File: src/hdl/sjss_pkg.sv
// ----------------------------------------------------------------------------
// Sequential joint slew sequencer package
// Widths, field positions and codes shared by the sequencer and its checker.
// ----------------------------------------------------------------------------
package sjss_pkg;

    localparam int NUM_JOINTS    = 4;
    localparam int POS_WIDTH     = 16;
    localparam int JOINT_W       = 2;
    localparam int STEP_WIDTH    = 15;
    localparam int DELAY_WIDTH   = 16;
    localparam int CFG_IDX_WIDTH = 3;
    localparam int CFG_DATA_WIDTH = 16;

    localparam int S_TDATA_WIDTH = NUM_JOINTS * POS_WIDTH;
    localparam int S_TUSER_WIDTH = 2;
    localparam int TUSER_CMD     = 0;
    localparam int TUSER_VALID   = 1;

    localparam int ACTIVE_LSB    = NUM_JOINTS * POS_WIDTH;
    localparam int STARTED_BIT   = ACTIVE_LSB + JOINT_W;
    localparam int M_PAYLOAD_W   = STARTED_BIT + 1;
    localparam int M_TDATA_WIDTH = ((M_PAYLOAD_W + 7) / 8) * 8;

    typedef enum logic {
        CMD_TICK   = 1'b0,
        CMD_TARGET = 1'b1
    } cmd_t;

    typedef enum logic [CFG_IDX_WIDTH-1:0] {
        REG_INIT_POS_0  = 3'd0,
        REG_INIT_POS_1  = 3'd1,
        REG_INIT_POS_2  = 3'd2,
        REG_INIT_POS_3  = 3'd3,
        REG_STEP_SIZE   = 3'd4,
        REG_TOLERANCE   = 3'd5,
        REG_DELAY_TICKS = 3'd6
    } reg_index_t;

    localparam logic [STEP_WIDTH-1:0]  STEP_SIZE_RESET   = 15'd49;
    localparam logic [STEP_WIDTH-1:0]  TOLERANCE_RESET   = 15'd41;
    localparam logic [DELAY_WIDTH-1:0] DELAY_TICKS_RESET = 16'd250;

    typedef logic signed [POS_WIDTH-1:0] pos_t;

endpackage

File: src/hdl/sequential_joint_slew_sequencer.sv
// ----------------------------------------------------------------------------
// Sequential joint slew sequencer
// Moves four joints one at a time toward stored targets at a bounded step.
// ----------------------------------------------------------------------------
// Target requests (tuser cmd set) return nothing; with targets_valid set they
// replace the targets, and the first one loads the pose from the initial-pose
// registers and arms the start delay. Tick requests return one result each: all
// joint positions, the active joint and the started flag. Requests are taken
// while the output register is free or draining, each result showing on the
// master side in the next cycle; the single output register sets the
// one-request-per-cycle rate while m_tready is high. The configuration channel
// is always ready; it must be written only while idle, unchecked by the block.
module sequential_joint_slew_sequencer (
    input  logic                                   aclk,
    input  logic                                   aresetn,
    input  logic                                   s_tvalid,
    output logic                                   s_tready,
    // target_0, target_1, target_2, target_3
    input  logic [sjss_pkg::S_TDATA_WIDTH-1:0]     s_tdata,
    // cmd, targets_valid
    input  logic [sjss_pkg::S_TUSER_WIDTH-1:0]     s_tuser,
    output logic                                   m_tvalid,
    input  logic                                   m_tready,
    // pos_0, pos_1, pos_2, pos_3, active_joint, motion_started, zero pad
    output logic [sjss_pkg::M_TDATA_WIDTH-1:0]     m_tdata,
    input  logic                                   cfg_valid,
    output logic                                   cfg_ready,
    input  logic [sjss_pkg::CFG_IDX_WIDTH-1:0]     cfg_index,
    input  logic [sjss_pkg::CFG_DATA_WIDTH-1:0]    cfg_data
);
    import sjss_pkg::*;

    pos_t                   init_pos_reg [NUM_JOINTS];
    logic [STEP_WIDTH-1:0]  step_size_reg;
    logic [STEP_WIDTH-1:0]  tolerance_reg;
    logic [DELAY_WIDTH-1:0] delay_ticks_reg;

    pos_t                   cur_pos_reg  [NUM_JOINTS];
    pos_t                   cur_pos_next [NUM_JOINTS];
    pos_t                   tgt_pos_reg  [NUM_JOINTS];
    pos_t                   tgt_pos_next [NUM_JOINTS];
    logic                   have_target_reg, have_target_next;
    logic                   started_reg, started_next;
    logic [JOINT_W-1:0]     active_reg, active_next;
    logic [DELAY_WIDTH-1:0] delay_count_reg, delay_count_next;

    logic                   m_tvalid_reg;
    logic [M_TDATA_WIDTH-1:0] m_data_reg, m_data_next;

    logic                   accept;
    logic                   is_tick;
    pos_t                   sel_cur;
    pos_t                   sel_tgt;
    logic signed [POS_WIDTH:0] err;
    logic [POS_WIDTH:0]     err_abs;
    logic signed [POS_WIDTH:0] step_pos;
    logic signed [POS_WIDTH:0] step_neg;
    pos_t                   slewed;
    reg_index_t             cfg_reg_idx;

    assign s_tready  = !m_tvalid_reg || m_tready;
    assign accept    = s_tvalid && s_tready;
    assign is_tick   = (s_tuser[TUSER_CMD] == CMD_TICK);
    assign cfg_ready = 1'b1;
    assign cfg_reg_idx = reg_index_t'(cfg_index);

    assign m_tvalid = m_tvalid_reg;
    assign m_tdata  = m_data_reg;

    // configuration registers
    always_ff @(posedge aclk) begin
        if (!aresetn) begin
            for (int j = 0; j < NUM_JOINTS; j++) begin
                init_pos_reg[j] <= '0;
            end
            step_size_reg   <= STEP_SIZE_RESET;
            tolerance_reg   <= TOLERANCE_RESET;
            delay_ticks_reg <= DELAY_TICKS_RESET;
        end else if (cfg_valid && cfg_ready) begin
            unique case (cfg_reg_idx) inside
                REG_INIT_POS_0, REG_INIT_POS_1, REG_INIT_POS_2, REG_INIT_POS_3: begin
                    init_pos_reg[cfg_index[JOINT_W-1:0]] <= pos_t'(cfg_data[POS_WIDTH-1:0]);
                end
                REG_STEP_SIZE: begin
                    step_size_reg <= cfg_data[STEP_WIDTH-1:0];
                end
                REG_TOLERANCE: begin
                    tolerance_reg <= cfg_data[STEP_WIDTH-1:0];
                end
                REG_DELAY_TICKS: begin
                    delay_ticks_reg <= cfg_data[DELAY_WIDTH-1:0];
                end
                default: begin
                end
            endcase
        end
    end

    // slew arithmetic on the active joint
    always_comb begin
        sel_cur  = cur_pos_reg[active_reg];
        sel_tgt  = tgt_pos_reg[active_reg];
        err      = {sel_tgt[POS_WIDTH-1], sel_tgt} - {sel_cur[POS_WIDTH-1], sel_cur};
        err_abs  = err[POS_WIDTH] ? (POS_WIDTH+1)'(-err) : (POS_WIDTH+1)'(err);
        step_pos = {sel_cur[POS_WIDTH-1], sel_cur} + {2'b00, step_size_reg};
        step_neg = {sel_cur[POS_WIDTH-1], sel_cur} - {2'b00, step_size_reg};
        if (err_abs <= {2'b00, step_size_reg}) begin
            slewed = sel_tgt;
        end else if (err[POS_WIDTH]) begin
            slewed = step_neg[POS_WIDTH-1:0];
        end else begin
            slewed = step_pos[POS_WIDTH-1:0];
        end
    end

    // state update
    always_comb begin
        cur_pos_next     = cur_pos_reg;
        tgt_pos_next     = tgt_pos_reg;
        have_target_next = have_target_reg;
        started_next     = started_reg;
        active_next      = active_reg;
        delay_count_next = delay_count_reg;
        if (accept) begin
            if (!is_tick) begin
                if (s_tuser[TUSER_VALID]) begin
                    for (int j = 0; j < NUM_JOINTS; j++) begin
                        tgt_pos_next[j] = pos_t'(s_tdata[j*POS_WIDTH +: POS_WIDTH]);
                    end
                    if (!have_target_reg) begin
                        have_target_next = 1'b1;
                        cur_pos_next     = init_pos_reg;
                        delay_count_next = '0;
                        started_next     = 1'b0;
                        active_next      = '0;
                    end
                end
            end else if (have_target_reg) begin
                if (!started_reg) begin
                    if (delay_count_reg < delay_ticks_reg) begin
                        delay_count_next = delay_count_reg + 1'b1;
                    end else begin
                        started_next = 1'b1;
                    end
                end
                if (started_next) begin
                    if (err_abs <= {2'b00, tolerance_reg}) begin
                        if (active_reg == JOINT_W'(NUM_JOINTS - 1)) begin
                            active_next = '0;
                        end else begin
                            active_next = active_reg + 1'b1;
                        end
                    end else begin
                        cur_pos_next[active_reg] = slewed;
                    end
                end
            end
        end
    end

    // result packing
    always_comb begin
        m_data_next = '0;
        for (int j = 0; j < NUM_JOINTS; j++) begin
            m_data_next[j*POS_WIDTH +: POS_WIDTH] =
                have_target_next ? cur_pos_next[j] : init_pos_reg[j];
        end
        m_data_next[ACTIVE_LSB +: JOINT_W] = active_next;
        m_data_next[STARTED_BIT]           = started_next;
    end

    always_ff @(posedge aclk) begin
        if (!aresetn) begin
            for (int j = 0; j < NUM_JOINTS; j++) begin
                cur_pos_reg[j] <= '0;
                tgt_pos_reg[j] <= '0;
            end
            have_target_reg <= 1'b0;
            started_reg     <= 1'b0;
            active_reg      <= '0;
            delay_count_reg <= '0;
        end else begin
            cur_pos_reg     <= cur_pos_next;
            tgt_pos_reg     <= tgt_pos_next;
            have_target_reg <= have_target_next;
            started_reg     <= started_next;
            active_reg      <= active_next;
            delay_count_reg <= delay_count_next;
        end
    end

    // output register
    always_ff @(posedge aclk) begin
        if (!aresetn) begin
            m_tvalid_reg <= 1'b0;
        end else if (accept && is_tick) begin
            m_tvalid_reg <= 1'b1;
        end else if (m_tready) begin
            m_tvalid_reg <= 1'b0;
        end
    end

    always_ff @(posedge aclk) begin
        if (accept && is_tick) begin
            m_data_reg <= m_data_next;
        end
    end

endmodule

File: config.mk
export PLATFORM = sky130hd
export DESIGN_NAME = sequential_joint_slew_sequencer
export DESIGN_NICKNAME = d
export VERILOG_FILES = /design/src/hdl/sjss_pkg.sv /design/src/hdl/sequential_joint_slew_sequencer.sv
export SDC_FILE = /design/constraint.sdc
export NUM_CORES = 1
export LEC_CHECK = 0
export BUFFER_PORTS_ARGS = -buffer_cell sky130_fd_sc_hd__buf_2
export CAP_MARGIN = 20
export CELL_PAD_IN_SITES_DETAIL_PLACEMENT = 1
export CELL_PAD_IN_SITES_GLOBAL_PLACEMENT = 1
export CORE_UTILIZATION = 45
export DETAILED_ROUTE_END_ITERATION = 7
export HOLD_SLACK_MARGIN = 0.1
export PLACE_DENSITY = 0.78
export REMOVE_ABC_BUFFERS = 1
export SKIP_LAST_GASP = 1
export SYNTH_ARGS = -nofsm -noshare
export SYNTH_HDL_FRONTEND = slang
export SYNTH_SLANG_ARGS = --single-unit
File: constraint.sdc
create_clock -name aclk -period 23.7 [get_ports aclk]
set_input_delay 3.555 -clock aclk [delete_from_list [all_inputs] [get_ports aclk]]
set_output_delay 3.555 -clock aclk [all_outputs]
set_load 0.005 [all_outputs]
==> reports/qor_table.md, run 1 <==
| Result | This run | Unit |
| --- | --- | --- |
| Final critical-path share of the clock period | 0.3510 | - |
| Setup repair after global routing missed its margin | false | - |
| CTS tree | done | - |
| Largest cells by area after synthesis | sky130_fd_sc_hd__dfxtp_1 29%, sky130_fd_sc_hd__edfxtp_1 11%, sky130_fd_sc_hd__nand2_1 9.5% | - |
| Worst voltage drop across the vdd grid | 49.59 | uV |
| Total routing usage reported by global routing | 0.3181 | - |
| Actual slew at the worst max-slew pin | 1.155 | ns |
| CTS clk-pin slew, worst paths | 0.06 | ns |
| Inst Count DP | 2656 | - |
| Smallest setup slack after layout | 15.38 | ns |
| Time the final worst path needs with I/O delays and setup | 8.319 | ns |
| Biggest area consumer among synthesized cells | sky130_fd_sc_hd__dfxtp_1 | - |
| EDFF count, synth | 67 | - |
| Initial antenna violation count | 0 | - |
| Final setup viols | 0 | - |
| CP startpoint kind | flop | - |
| Via density per instance | 6.096 | - |
| Detailed-route DRC error count | 0 | - |
| Remaining Overflow, GRT | 0 | - |
| Vias in the first global route | 16900 | - |
| Die height | 200.4 | microns |
| Die width | 200.4 | microns |
| Post-synthesis average cell area | 8.456 | sq um |
| Number of port buffers | 158 | - |
| Fraction of final layout cells sized beyond drive strength 1 | 0.1479 | - |
| Number of filler cells placed in the layout | 4619 | - |
| Peak Freq | 0.1202 | GHz |
| Via count | 16640 | - |
| Worst Setup Slack post-DPL | 15.45 | ns |
| Predominant post-synthesis flop cell | sky130_fd_sc_hd__dfxtp_1 | - |
| Clock latency on the worst-skew pair | 0.58 | ns |
| Area of the mapped netlist | 0.01771 | sq mm |
| Max-slew headroom at the worst pin | 0.2300 | - |
| Number of hold violations in the final report | 0 | - |
| Core Box Area | 0.03874 | sq mm |
| Result of the run | complete, no violations | - |
| Register bit total from synthesis | 326 | - |
| Setup CP Type | reg2reg | - |
| FFs w/ async S/R, synth | 0 | - |
| Routed wire length | 64350 | microns |
| Power per standard cell area | 75.93 | mW/mm^2 |
| Number of standard-cell rows in the floorplan | 72 | - |
| Number of iterations in the first detailed-routing pass | 7 | - |
| Final-layout worst hold slack | 0.4553 | ns |
| Post-detailed-placement half-perimeter wirelength | 43620 | microns |
| Min-Delay Path Class | reg2reg | - |
| Number of cells upsized or downsized after cts | 0 | - |
| Largest net degree at the start of global routing | 132 | - |
| Gpl congestion | 0.9158 | - |
| Wire length of the first global-routing pass | 98960 | microns |
| Filler-free cell count of the finished design | 2729 | - |
| Largest clock skew in the final design | 0.02073 | ns |
| Diodes inserted | 0 | - |
| Deepest level of the CTS H-tree | 2 | - |
| Final max-slew violation count | 0 | - |
| Starting DRT DRC Count | 1165 | - |
| Residual antenna-violating net count after detailed routing | 0 | - |
| Static leakage | 7.316 | nW |
| Number of flip-flops in the largest register | 67 | - |
| Count of unique library cells instantiated by Yosys | 72 | - |
| Maximum buffer depth of the clock tree | 3 | - |
| Total Negative Setup Slacks | 0 | ns |
| Full die area | 0.04016 | sq mm |
| Hold buffers post-CTS | 0 | - |
| Overall power after layout | 1.521 | mW |
| Sequential-to-total area share from yosys stat | 0.4063 | - |
| Starting density of the core | 0.4573 | - |
| Maximum fanout encountered on the critical timing path | 33 | - |
| Kind of end point of the critical path | flop | - |
| Count of pins on the block boundary | 165 | - |
| Cell at the root of the clock tree | sky130_fd_sc_hd__clkbuf_16 | - |
| Post-CTS setup buffer count | 0 | - |
| Inserted Clock Buffers | 38 | - |
| Cells after synthesis | 2095 | - |
| Commonest cells after routing, fill and taps aside | 445 x sky130_fd_sc_hd__nand2_1, 273 x sky130_fd_sc_hd__a21oi_1, 257 x sky130_fd_sc_hd__dfxtp_1 | - |
| Count of max-cap constraint violations | 0 | - |
| Fraction of synthesized cell area taken by the top area cell type | 0.2927 | - |
| Yosys warning count | 0 | - |
| Post-detailed-route wirelength per cell | 23.58 | microns |
| Number of nets in the finished design | 2356 | - |
| P&R area growth vs syn | 13.09 | % |
| Most common library cell in the layout ignoring fill and taps | sky130_fd_sc_hd__nand2_1 | - |
| Data required, critical path | 24.12 | ns |
| Crit path DAT | 8.74 | ns |
| Number of clock sinks | 326 | - |
[power by group]
group	leakage [nW]	total [mW]	internal (mW)	switching, mW
clock	0.604	0.583	0.333	0.250
sequential	2.74	0.594	0.584	0.0104
combinational	3.97	0.344	0.117	0.226
total	7.32	1.52	1.03	0.486
[cells in the mapped netlist (all sizes together), types with 4 or more instances]
cell    instances
a21o           17
a31oi          41
o31ai           8
and3            9
nor4            4
o211ai         14
a221oi         33
dfxtp         259
or2             4
inv            84
a22o           24
clkbuf        103
xnor2          51
nand3          26
a22oi          48
o21a           10
o21ai          82
nor2b          16
nor2          162
a21boi          6
mux4           31
a21oi         273
edfxtp         67
mux2           15
or3             8
a211oi          5
buf            33
and4            6
mux2i           7
a222oi         12
nor3           14
nand4          15
and2            7
a41oi           9
ha             83
xor2            7
nand2         446
nand2b         14
[layer usage]
layer,track usage,wire (microns),vias to the layer above
met5,0,0,-
met1,0.4211,27800,8283
met2,0.5154,29550,609
met4,0.1396,2662,0
li1,-,-,7610
met3,0.04735,4338,133
[logic make-up after synthesis]
| kind of cell | share of synthesized area |
|---|---|
| mux | 0.05290 |
| compound gates | 0.2254 |
| simple gates | 0.1739 |
| xor+xnor | 0.02868 |
| buf+inv | 0.05156 |
| flops | 0.4063 |
| fa+ha+maj | 0.06088 |
| other cells | 0.0004239 |
[path summary, 6_finish.rpt]
path	start	end	slack [ns]	cells after the start
worst max-delay path	active_reg[1]	m_tdata[0]	15.38	26
worst min-delay path	tgt_pos_reg[32]	tgt_pos_reg[32]	0.46	2
worst max register to register	active_reg[1]	m_tdata[0]	15.38	26
worst min register to register	tgt_pos_reg[32]	tgt_pos_reg[32]	0.46	2
[per-stage QoR]
| stage | cell area (sq um) | util |
|---|---|---|
| finish | 20030 | 0.5172 |
| CTS | 20000 | 0.5162 |
| global route | 20030 | 0.5172 |
| global placement | 18750 | 0.4840 |
| detailed placement | 18780 | 0.4848 |
| floorplan | 17140 | - |
[cell type report]
class / instances / area (sq um) / share of cell area
timing repair buffer: 178 / 970.9 / 0.04846
sequential: 326 / 7199 / 0.3594
inverter: 85 / 324.1 / 0.01618
tap: 518 / 648.1 / 0.03235
multi-input combinational: 1552 / 9673 / 0.4828
clock buffer: 54 / 1092 / 0.05452
clock inverter: 16 / 126.4 / 0.006308
[critical path: stages, from the launching register on]
cell and delay, ns:
sky130_fd_sc_hd__dfxtp_2 0.74, sky130_fd_sc_hd__buf_4 0.45, sky130_fd_sc_hd__mux2i_1 0.24, sky130_fd_sc_hd__nand2_1 0.06
sky130_fd_sc_hd__o21ai_0 0.11, sky130_fd_sc_hd__ha_1 0.25, sky130_fd_sc_hd__inv_1 0.07, sky130_fd_sc_hd__fa_1 0.40
sky130_fd_sc_hd__a21o_1 0.22, sky130_fd_sc_hd__a311o_1 0.43, sky130_fd_sc_hd__a221o_1 0.36, sky130_fd_sc_hd__o21ai_0 0.33
sky130_fd_sc_hd__o31a_1 0.17, sky130_fd_sc_hd__buf_4 0.31, sky130_fd_sc_hd__o21ai_0 0.19, sky130_fd_sc_hd__xnor2_1 0.43
sky130_fd_sc_hd__ha_1 0.34, sky130_fd_sc_hd__a21o_1 0.19, sky130_fd_sc_hd__a21o_1 0.17, sky130_fd_sc_hd__a21oi_1 0.16
sky130_fd_sc_hd__a21oi_1 0.11, sky130_fd_sc_hd__o221ai_1 0.38, sky130_fd_sc_hd__o21ai_0 0.26, sky130_fd_sc_hd__o2bb2ai_4 0.55
sky130_fd_sc_hd__mux2i_1 0.77, sky130_fd_sc_hd__a221oi_1 0.24, sky130_fd_sc_hd__a21oi_1 0.22
Note: power is estimated with default switching activity, not from simulation.
==> inputs of run 2 (changes only) <==
CORE_UTILIZATION = 41   (was 45)
PLACE_DENSITY = 0.75   (was 0.78)
clock period = 7.6 ns   (was 23.7 ns; I/O delays follow)
==> reports/qor_table.md, run 2 (synthesized netlist as in run 1, its figures left out) <==
| Result | This run | Unit |
| --- | --- | --- |
| Final setup viols | 0 | - |
| CTS clk-pin slew, worst paths | 0.06 | ns |
| Number of standard-cell rows in the floorplan | 75 | - |
| Final max-slew violation count | 0 | - |
| Number of iterations in the first detailed-routing pass | 5 | - |
| Vias in the first global route | 16930 | - |
| Overall power after layout | 4.758 | mW |
| Number of hold violations in the final report | 0 | - |
| Number of port buffers | 158 | - |
| Deepest level of the CTS H-tree | 2 | - |
| Clock latency on the worst-skew pair | 0.57 | ns |
| Fraction of final layout cells sized beyond drive strength 1 | 0.1641 | - |
| Number of nets in the finished design | 2389 | - |
| Starting DRT DRC Count | 1308 | - |
| Kind of end point of the critical path | flop | - |
| Setup CP Type | reg2reg | - |
| Post-DP Area | 0.01907 | sq mm |
| Gpl congestion | 0.9192 | - |
| Most common library cell in the layout ignoring fill and taps | sky130_fd_sc_hd__nand2_1 | - |
| Register-to-register setup slack | 0.17 | ns |
| Summed area of non-filler cells in the final layout | 0.02043 | sq mm |
| Hold buffers post-CTS | 0 | - |
| Post-detailed-placement half-perimeter wirelength | 45690 | microns |
| Remaining Overflow, GRT | 0 | - |
| Reg-to-reg endpoint | m_tdata[44] | - |
| Count of max-cap constraint violations | 0 | - |
| Peak Freq | 0.1345 | GHz |
| Count of pins on the block boundary | 165 | - |
| Static leakage | 7.493 | nW |
| Diodes inserted | 0 | - |
| Max-slew headroom at the worst pin | 0.2312 | - |
| Largest net degree at the start of global routing | 92 | - |
| Total Negative Setup Slacks | 0 | ns |
| Starting density of the core | 0.4186 | - |
| Result of the run | complete, no violations | - |
| Die width | 209.9 | microns |
| Total routing usage reported by global routing | 0.2975 | - |
| Initial antenna violation count | 0 | - |
| Setup repair after global routing missed its margin | true | - |
| Endpoint of the worst setup timing path | m_tdata[44] | - |
| Inserted Clock Buffers | 39 | - |
| Worst voltage drop across the vdd grid | 189.8 | uV |
| Final critical-path share of the clock period | 0.9782 | - |
| Final-layout worst hold slack | 0.4573 | ns |
| Wire length of the first global-routing pass | 100200 | microns |
| CP startpoint kind | flop | - |
| Min-Delay Path Class | reg2reg | - |
| Residual antenna-violating net count after detailed routing | 0 | - |
| Number of clock sinks | 326 | - |
| Cell at the root of the clock tree | sky130_fd_sc_hd__clkbuf_16 | - |
| Commonest cells after routing, fill and taps aside | 445 x sky130_fd_sc_hd__nand2_1, 273 x sky130_fd_sc_hd__a21oi_1, 257 x sky130_fd_sc_hd__dfxtp_1 | - |
| Routed wire length | 65970 | microns |
| Via count | 16650 | - |
| Post-detailed-route wirelength per cell | 23.39 | microns |
| Full die area | 0.04404 | sq mm |
| Power per standard cell area | 232.9 | mW/mm^2 |
| CTS tree | done | - |
| Time the final worst path needs with I/O delays and setup | 7.434 | ns |
| Maximum fanout encountered on the critical timing path | 21 | - |
| Core Box Area | 0.04232 | sq mm |
| Maximum buffer depth of the clock tree | 3 | - |
| Via density per instance | 5.902 | - |
| Worst R2R Start | active_reg[1] | - |
| Crit path DAT | 7.66 | ns |
| Cell depth of the worst flop-to-flop path | 26 | - |
| P&R area growth vs syn | 15.31 | % |
| Largest clock skew in the final design | 0.02806 | ns |
| Actual slew at the worst max-slew pin | 1.153 | ns |
| Data required, critical path | 7.83 | ns |
| Startpoint of the worst setup timing path | active_reg[1] | - |
| Die height | 209.9 | microns |
| Number of flip-flops in the largest register | 67 | - |
| Detailed-route DRC error count | 0 | - |
run 2: cell types whose count changed in the layout (fill, tap and decap cells not counted), sizes merged:
cell    previous run  this run
buf              178       210
clkinv            16         9
clkbuf            54        59
inv               84        87
bufinv             1         0
run 2: layout make-up:
| class | count | area, sq um |
|---|---|---|
| clock buffer | 59 | 1121 |
| clock inverter | 11 | 80.08 |
| fill | 5055 | 21900 |
| inverter | 85 | 324.1 |
| multi-input combinational | 1552 | 9722 |
| sequential | 326 | 7202 |
| tap | 577 | 721.9 |
| timing repair buffer | 210 | 1255 |
run 2: how the worst min path moves through the flow:
| stage | startpoint | to | slack [ns] | depth (start not counted) |
|---|---|---|---|---|
| final | delay_ticks_reg[2] | delay_ticks_reg[2] | 0.46 | 2 |
| after global routing | tgt_pos_reg[59] | tgt_pos_reg[59] | 0.48 | 2 |
| after CTS | tgt_pos_reg[12] | tgt_pos_reg[12] | 0.46 | 2 |
| after detailed placement | tgt_pos_reg[12] | tgt_pos_reg[12] | 0.45 | 2 |
| after global placement | tgt_pos_reg[35] | tgt_pos_reg[35] | 0.44 | 2 |
| after floorplan | tgt_pos_reg[0] | tgt_pos_reg[0] | 0.43 | 2 |
run 2: repair_timing:
item,4_1_cts,5_1_grt
buffers inserted,6,2
endpoints found under the setup margin,35,116
gates resized for setup,1,12
pin swaps,2,2
gates cloned,0,0
run 2: stage by stage:
| step | util | setup slack (ns) | cells |
|---|---|---|---|
| 2_1_floorplan | - | -0.1458 | 1963 |
| 3_5_place_dp | 0.4507 | -0.1956 | 2741 |
| 3_3_place_gp | 0.4501 | 0.2121 | 2739 |
| 6_report | 0.4826 | 0.1658 | 2820 |
| 4_1_cts | 0.4802 | 0.01682 | 2817 |
| 5_1_grt | 0.4826 | -0.06145 | 2820 |
run 2: power by group:
part	internal (mW)	switching (mW)
logic	0.403	0.709
clock network	1.02	0.771
registers	1.82	0.0293
run 2: critical path: stages (launching register included):
cell and delay (ns):
sky130_fd_sc_hd__dfxtp_2 0.44, sky130_fd_sc_hd__buf_12 0.23, sky130_fd_sc_hd__mux2i_2 0.33, sky130_fd_sc_hd__nand2_1 0.08, sky130_fd_sc_hd__o21ai_0 0.16, sky130_fd_sc_hd__ha_2 0.29
sky130_fd_sc_hd__inv_1 0.07, sky130_fd_sc_hd__fa_1 0.42, sky130_fd_sc_hd__a21o_1 0.22, sky130_fd_sc_hd__a311o_1 0.41, sky130_fd_sc_hd__a221o_1 0.36, sky130_fd_sc_hd__o21ai_1 0.24
sky130_fd_sc_hd__o31a_1 0.17, sky130_fd_sc_hd__buf_4 0.15, sky130_fd_sc_hd__o31ai_1 0.08, sky130_fd_sc_hd__xor2_1 0.34, sky130_fd_sc_hd__ha_1 0.34, sky130_fd_sc_hd__a2111oi_0 0.55
sky130_fd_sc_hd__a211oi_2 0.16, sky130_fd_sc_hd__nor4b_2 0.33, sky130_fd_sc_hd__a221oi_2 0.18, sky130_fd_sc_hd__inv_1 0.13, sky130_fd_sc_hd__o31ai_4 0.19, sky130_fd_sc_hd__and4_1 0.29
sky130_fd_sc_hd__buf_4 0.21, sky130_fd_sc_hd__a222oi_1 0.45, sky130_fd_sc_hd__a31oi_1 0.26
run 2: layer usage:
metal | share of wire | routed length, microns | global-route usage
met4 | 0.039 | 2601 | 0.1269
met3 | 0.064 | 4223 | 0.04040
met2 | 0.46 | 30480 | 0.4825
met5 | 0 | 0 | 0
met1 | 0.43 | 28660 | 0.3970
==> inputs of run 3 (changes only) <==
GPL_TIMING_DRIVEN = 0   (was not set)
==> reports/qor_table.md, run 3 (synthesized netlist as in run 1, its figures left out) <==
| Result | This run | Unit |
| --- | --- | --- |
| Cell depth of the worst flop-to-flop path | 26 | - |
| Total routing usage reported by global routing | 0.2865 | - |
| Result of the run | complete, no violations | - |
| Deepest level of the CTS H-tree | 2 | - |
| Clock power share | 0.375 | - |
| Cell at the root of the clock tree | sky130_fd_sc_hd__clkbuf_16 | - |
| Gpl congestion | 0.8683 | - |
| Count of max-cap constraint violations | 0 | - |
| Wire length of the first global-routing pass | 96710 | microns |
| P&R area growth vs syn | 16.41 | % |
| Number of port buffers | 158 | - |
| Worst R2R Start | active_reg[1] | - |
| Max-slew headroom at the worst pin | 0.2456 | - |
| Reg-to-reg endpoint | m_tdata[44] | - |
| Critical path buffers and inverters | 4 | - |
| Power per standard cell area | 233.6 | mW/mm^2 |
| Final critical-path share of the clock period | 0.9877 | - |
| Inserted Clock Buffers | 39 | - |
| Largest clock skew in the final design | 0.02640 | ns |
| Number of iterations in the first detailed-routing pass | 5 | - |
| WP depth | 26 | - |
| Seq pwr share | 0.383 | - |
| Die height | 209.9 | microns |
| CP startpoint kind | flop | - |
| Final setup viols | 0 | - |
| Number of hold violations in the final report | 0 | - |
| Full die area | 0.04404 | sq mm |
| Number of nets in the finished design | 2381 | - |
| Core Box Area | 0.04232 | sq mm |
| Setup CP Type | reg2reg | - |
| Count of pins on the block boundary | 165 | - |
| Static leakage | 7.535 | nW |
| Actual slew at the worst max-slew pin | 1.129 | ns |
| Via density per instance | 5.896 | - |
| Die width | 209.9 | microns |
| CTS clk-pin slew, worst paths | 0.06 | ns |
| Post-DP Area | 0.01900 | sq mm |
| Filler-free cell count of the finished design | 2812 | - |
| Peak Freq | 0.1332 | GHz |
| Critical-path top delay cell | sky130_fd_sc_hd__a222oi_1 | - |
| Min-Delay Path Class | reg2reg | - |
| Internal power contribution | 3.285 | mW |
| Crit path DAT | 7.76 | ns |
| Post-detailed-route wirelength per cell | 22.67 | microns |
| Number of clock sinks | 326 | - |
| Vias in the first global route | 16770 | - |
| Maximum buffer depth of the clock tree | 3 | - |
| Summed area of non-filler cells in the final layout | 0.02062 | sq mm |
| Number of filler cells placed in the layout | 4985 | - |
| Initial antenna violation count | 2 | - |
| Dominant delay contributor by cell family on the critical path | compound AO/OA/AOI/OAI gates | - |
| Time the final worst path needs with I/O delays and setup | 7.506 | ns |
| Combinational share of power | 0.242 | - |
| Routed wire length | 63750 | microns |
| Data required, critical path | 7.85 | ns |
| Total Negative Setup Slacks | 0 | ns |
| Number of flip-flops in the largest register | 67 | - |
| CTS tree | done | - |
| Endpoint of the worst setup timing path | m_tdata[44] | - |
| Commonest cells after routing, fill and taps aside | 445 x sky130_fd_sc_hd__nand2_1, 273 x sky130_fd_sc_hd__a21oi_1, 257 x sky130_fd_sc_hd__dfxtp_1 | - |
| Setup repair after global routing missed its margin | true | - |
| Most common library cell in the layout ignoring fill and taps | sky130_fd_sc_hd__nand2_1 | - |
| Share of total power consumed by net switching | 0.3181 | - |
| Most numerous cell on the critical path | sky130_fd_sc_hd__a21o_1 | - |
| Post-detailed-placement half-perimeter wirelength | 42190 | microns |
| Starting DRT DRC Count | 1249 | - |
| Switching power total | 1.533 | mW |
| Via count | 16580 | - |
| Remaining Overflow, GRT | 0 | - |
| Inst Count DP | 2713 | - |
| Final-layout worst hold slack | 0.4529 | ns |
| Residual antenna-violating net count after detailed routing | 0 | - |
| Clock latency on the worst-skew pair | 0.58 | ns |
| Maximum fanout encountered on the critical timing path | 21 | - |
| Fraction of final layout cells sized beyond drive strength 1 | 0.1647 | - |
| Startpoint of the worst setup timing path | active_reg[1] | - |
| Detailed-route DRC error count | 0 | - |
| Delay contributed by the slowest stage of the critical path | 0.48 | ns |
| Register-to-register setup slack | 0.09 | ns |
| Largest net degree at the start of global routing | 147 | - |
| Kind of end point of the critical path | flop | - |
| Number of standard-cell rows in the floorplan | 75 | - |
| Starting density of the core | 0.4186 | - |
| Final max-slew violation count | 0 | - |
| Worst voltage drop across the vdd grid | 139.9 | uV |
## run 3: changes by cell type in the layout (fill, tap and decap cells not counted), moves of 4 or more
| cell | previous run | this run |
|---|---|---|
| sky130_fd_sc_hd__and4_1 | 6 | 2 |
| sky130_fd_sc_hd__clkbuf_8 | 7 | 0 |
| sky130_fd_sc_hd__buf_4 | 45 | 21 |
| sky130_fd_sc_hd__buf_12 | 5 | 14 |
| sky130_fd_sc_hd__clkbuf_1 | 13 | 9 |
| sky130_fd_sc_hd__and4_4 | 0 | 4 |
| sky130_fd_sc_hd__clkinv_2 | 6 | 11 |
## run 3: tightest hold or removal path, cell delays in order, from the launching register on
cell                      delay [ns]
sky130_fd_sc_hd__dfxtp_1        0.30
sky130_fd_sc_hd__nand2_1        0.05
sky130_fd_sc_hd__a21oi_1        0.05
## run 3: power groups by stage
stage	Clock (mW)	Sequential [mW]	Combinational, mW
after floorplan	0	1.88	0.670
after global placement	0	1.88	1.02
after detailed placement	0	1.88	1.05
after CTS	1.84	1.84	1.12
after global routing	1.90	1.85	1.24
final	1.81	1.84	1.17
## run 3: area by class of cell
| cell class | count | area (sq um) | area share |
|---|---|---|---|
| multi-input cells | 1552 | 9777 | 0.4741 |
| flip-flops and latches | 326 | 7204 | 0.3494 |
| repair buffers | 202 | 1390 | 0.06741 |
| clock buffers | 49 | 1035 | 0.05018 |
| well taps | 577 | 721.9 | 0.03501 |
| inverters | 85 | 330.3 | 0.01602 |
| clock inverters | 20 | 161.4 | 0.007827 |
| diodes | 1 | 2.502 | 0.0001213 |
## run 3: layer usage
| metal | track usage | vias to the layer above | part of all wire |
|---|---|---|---|
| met3 | 0.05192 | 138 | 0.068 |
| met4 | 0.1382 | 0 | 0.046 |
| met5 | 0 | - | 0 |
| met1 | 0.3662 | 8228 | 0.42 |
| li1 | - | 7660 | - |
| met2 | 0.4667 | 554 | 0.46 |
## run 3: worst min-delay path by stage
stage                         from                   to  slack [ns]  cells after the start
4_1_cts            tgt_pos_reg[39]      tgt_pos_reg[39]        0.46                      2
2_1_floorplan       tgt_pos_reg[0]       tgt_pos_reg[0]        0.43                      2
3_5_place_dp       tgt_pos_reg[39]      tgt_pos_reg[39]        0.45                      2
6_report       delay_ticks_reg[11]  delay_ticks_reg[11]        0.45                      2
3_3_place_gp       tgt_pos_reg[37]      tgt_pos_reg[37]        0.44                      2
5_1_grt            tgt_pos_reg[20]      tgt_pos_reg[20]        0.47                      2
## run 3: through the flow
stage	setup slack [ns]	utilization	power, mW
floorplan	-0.1458	-	2.549
global placement	-3.482	0.4406	2.898
detailed placement	-1.610	0.4490	2.934
CTS	-0.004065	0.4822	4.805
global route	-0.05289	0.4872	4.988
finish	0.09381	0.4873	4.818
## run 3: timing repair
| item | CTS | global route |
|---|---|---|
| resized for setup | 16 | 12 |
| pin swaps | 7 | 7 |
| hold endpoints to repair | 0 | 0 |
| endpoints found under the setup margin | 132 | 102 |
| hold buffers | 0 | 0 |
| setup buffers | 16 | 12 |
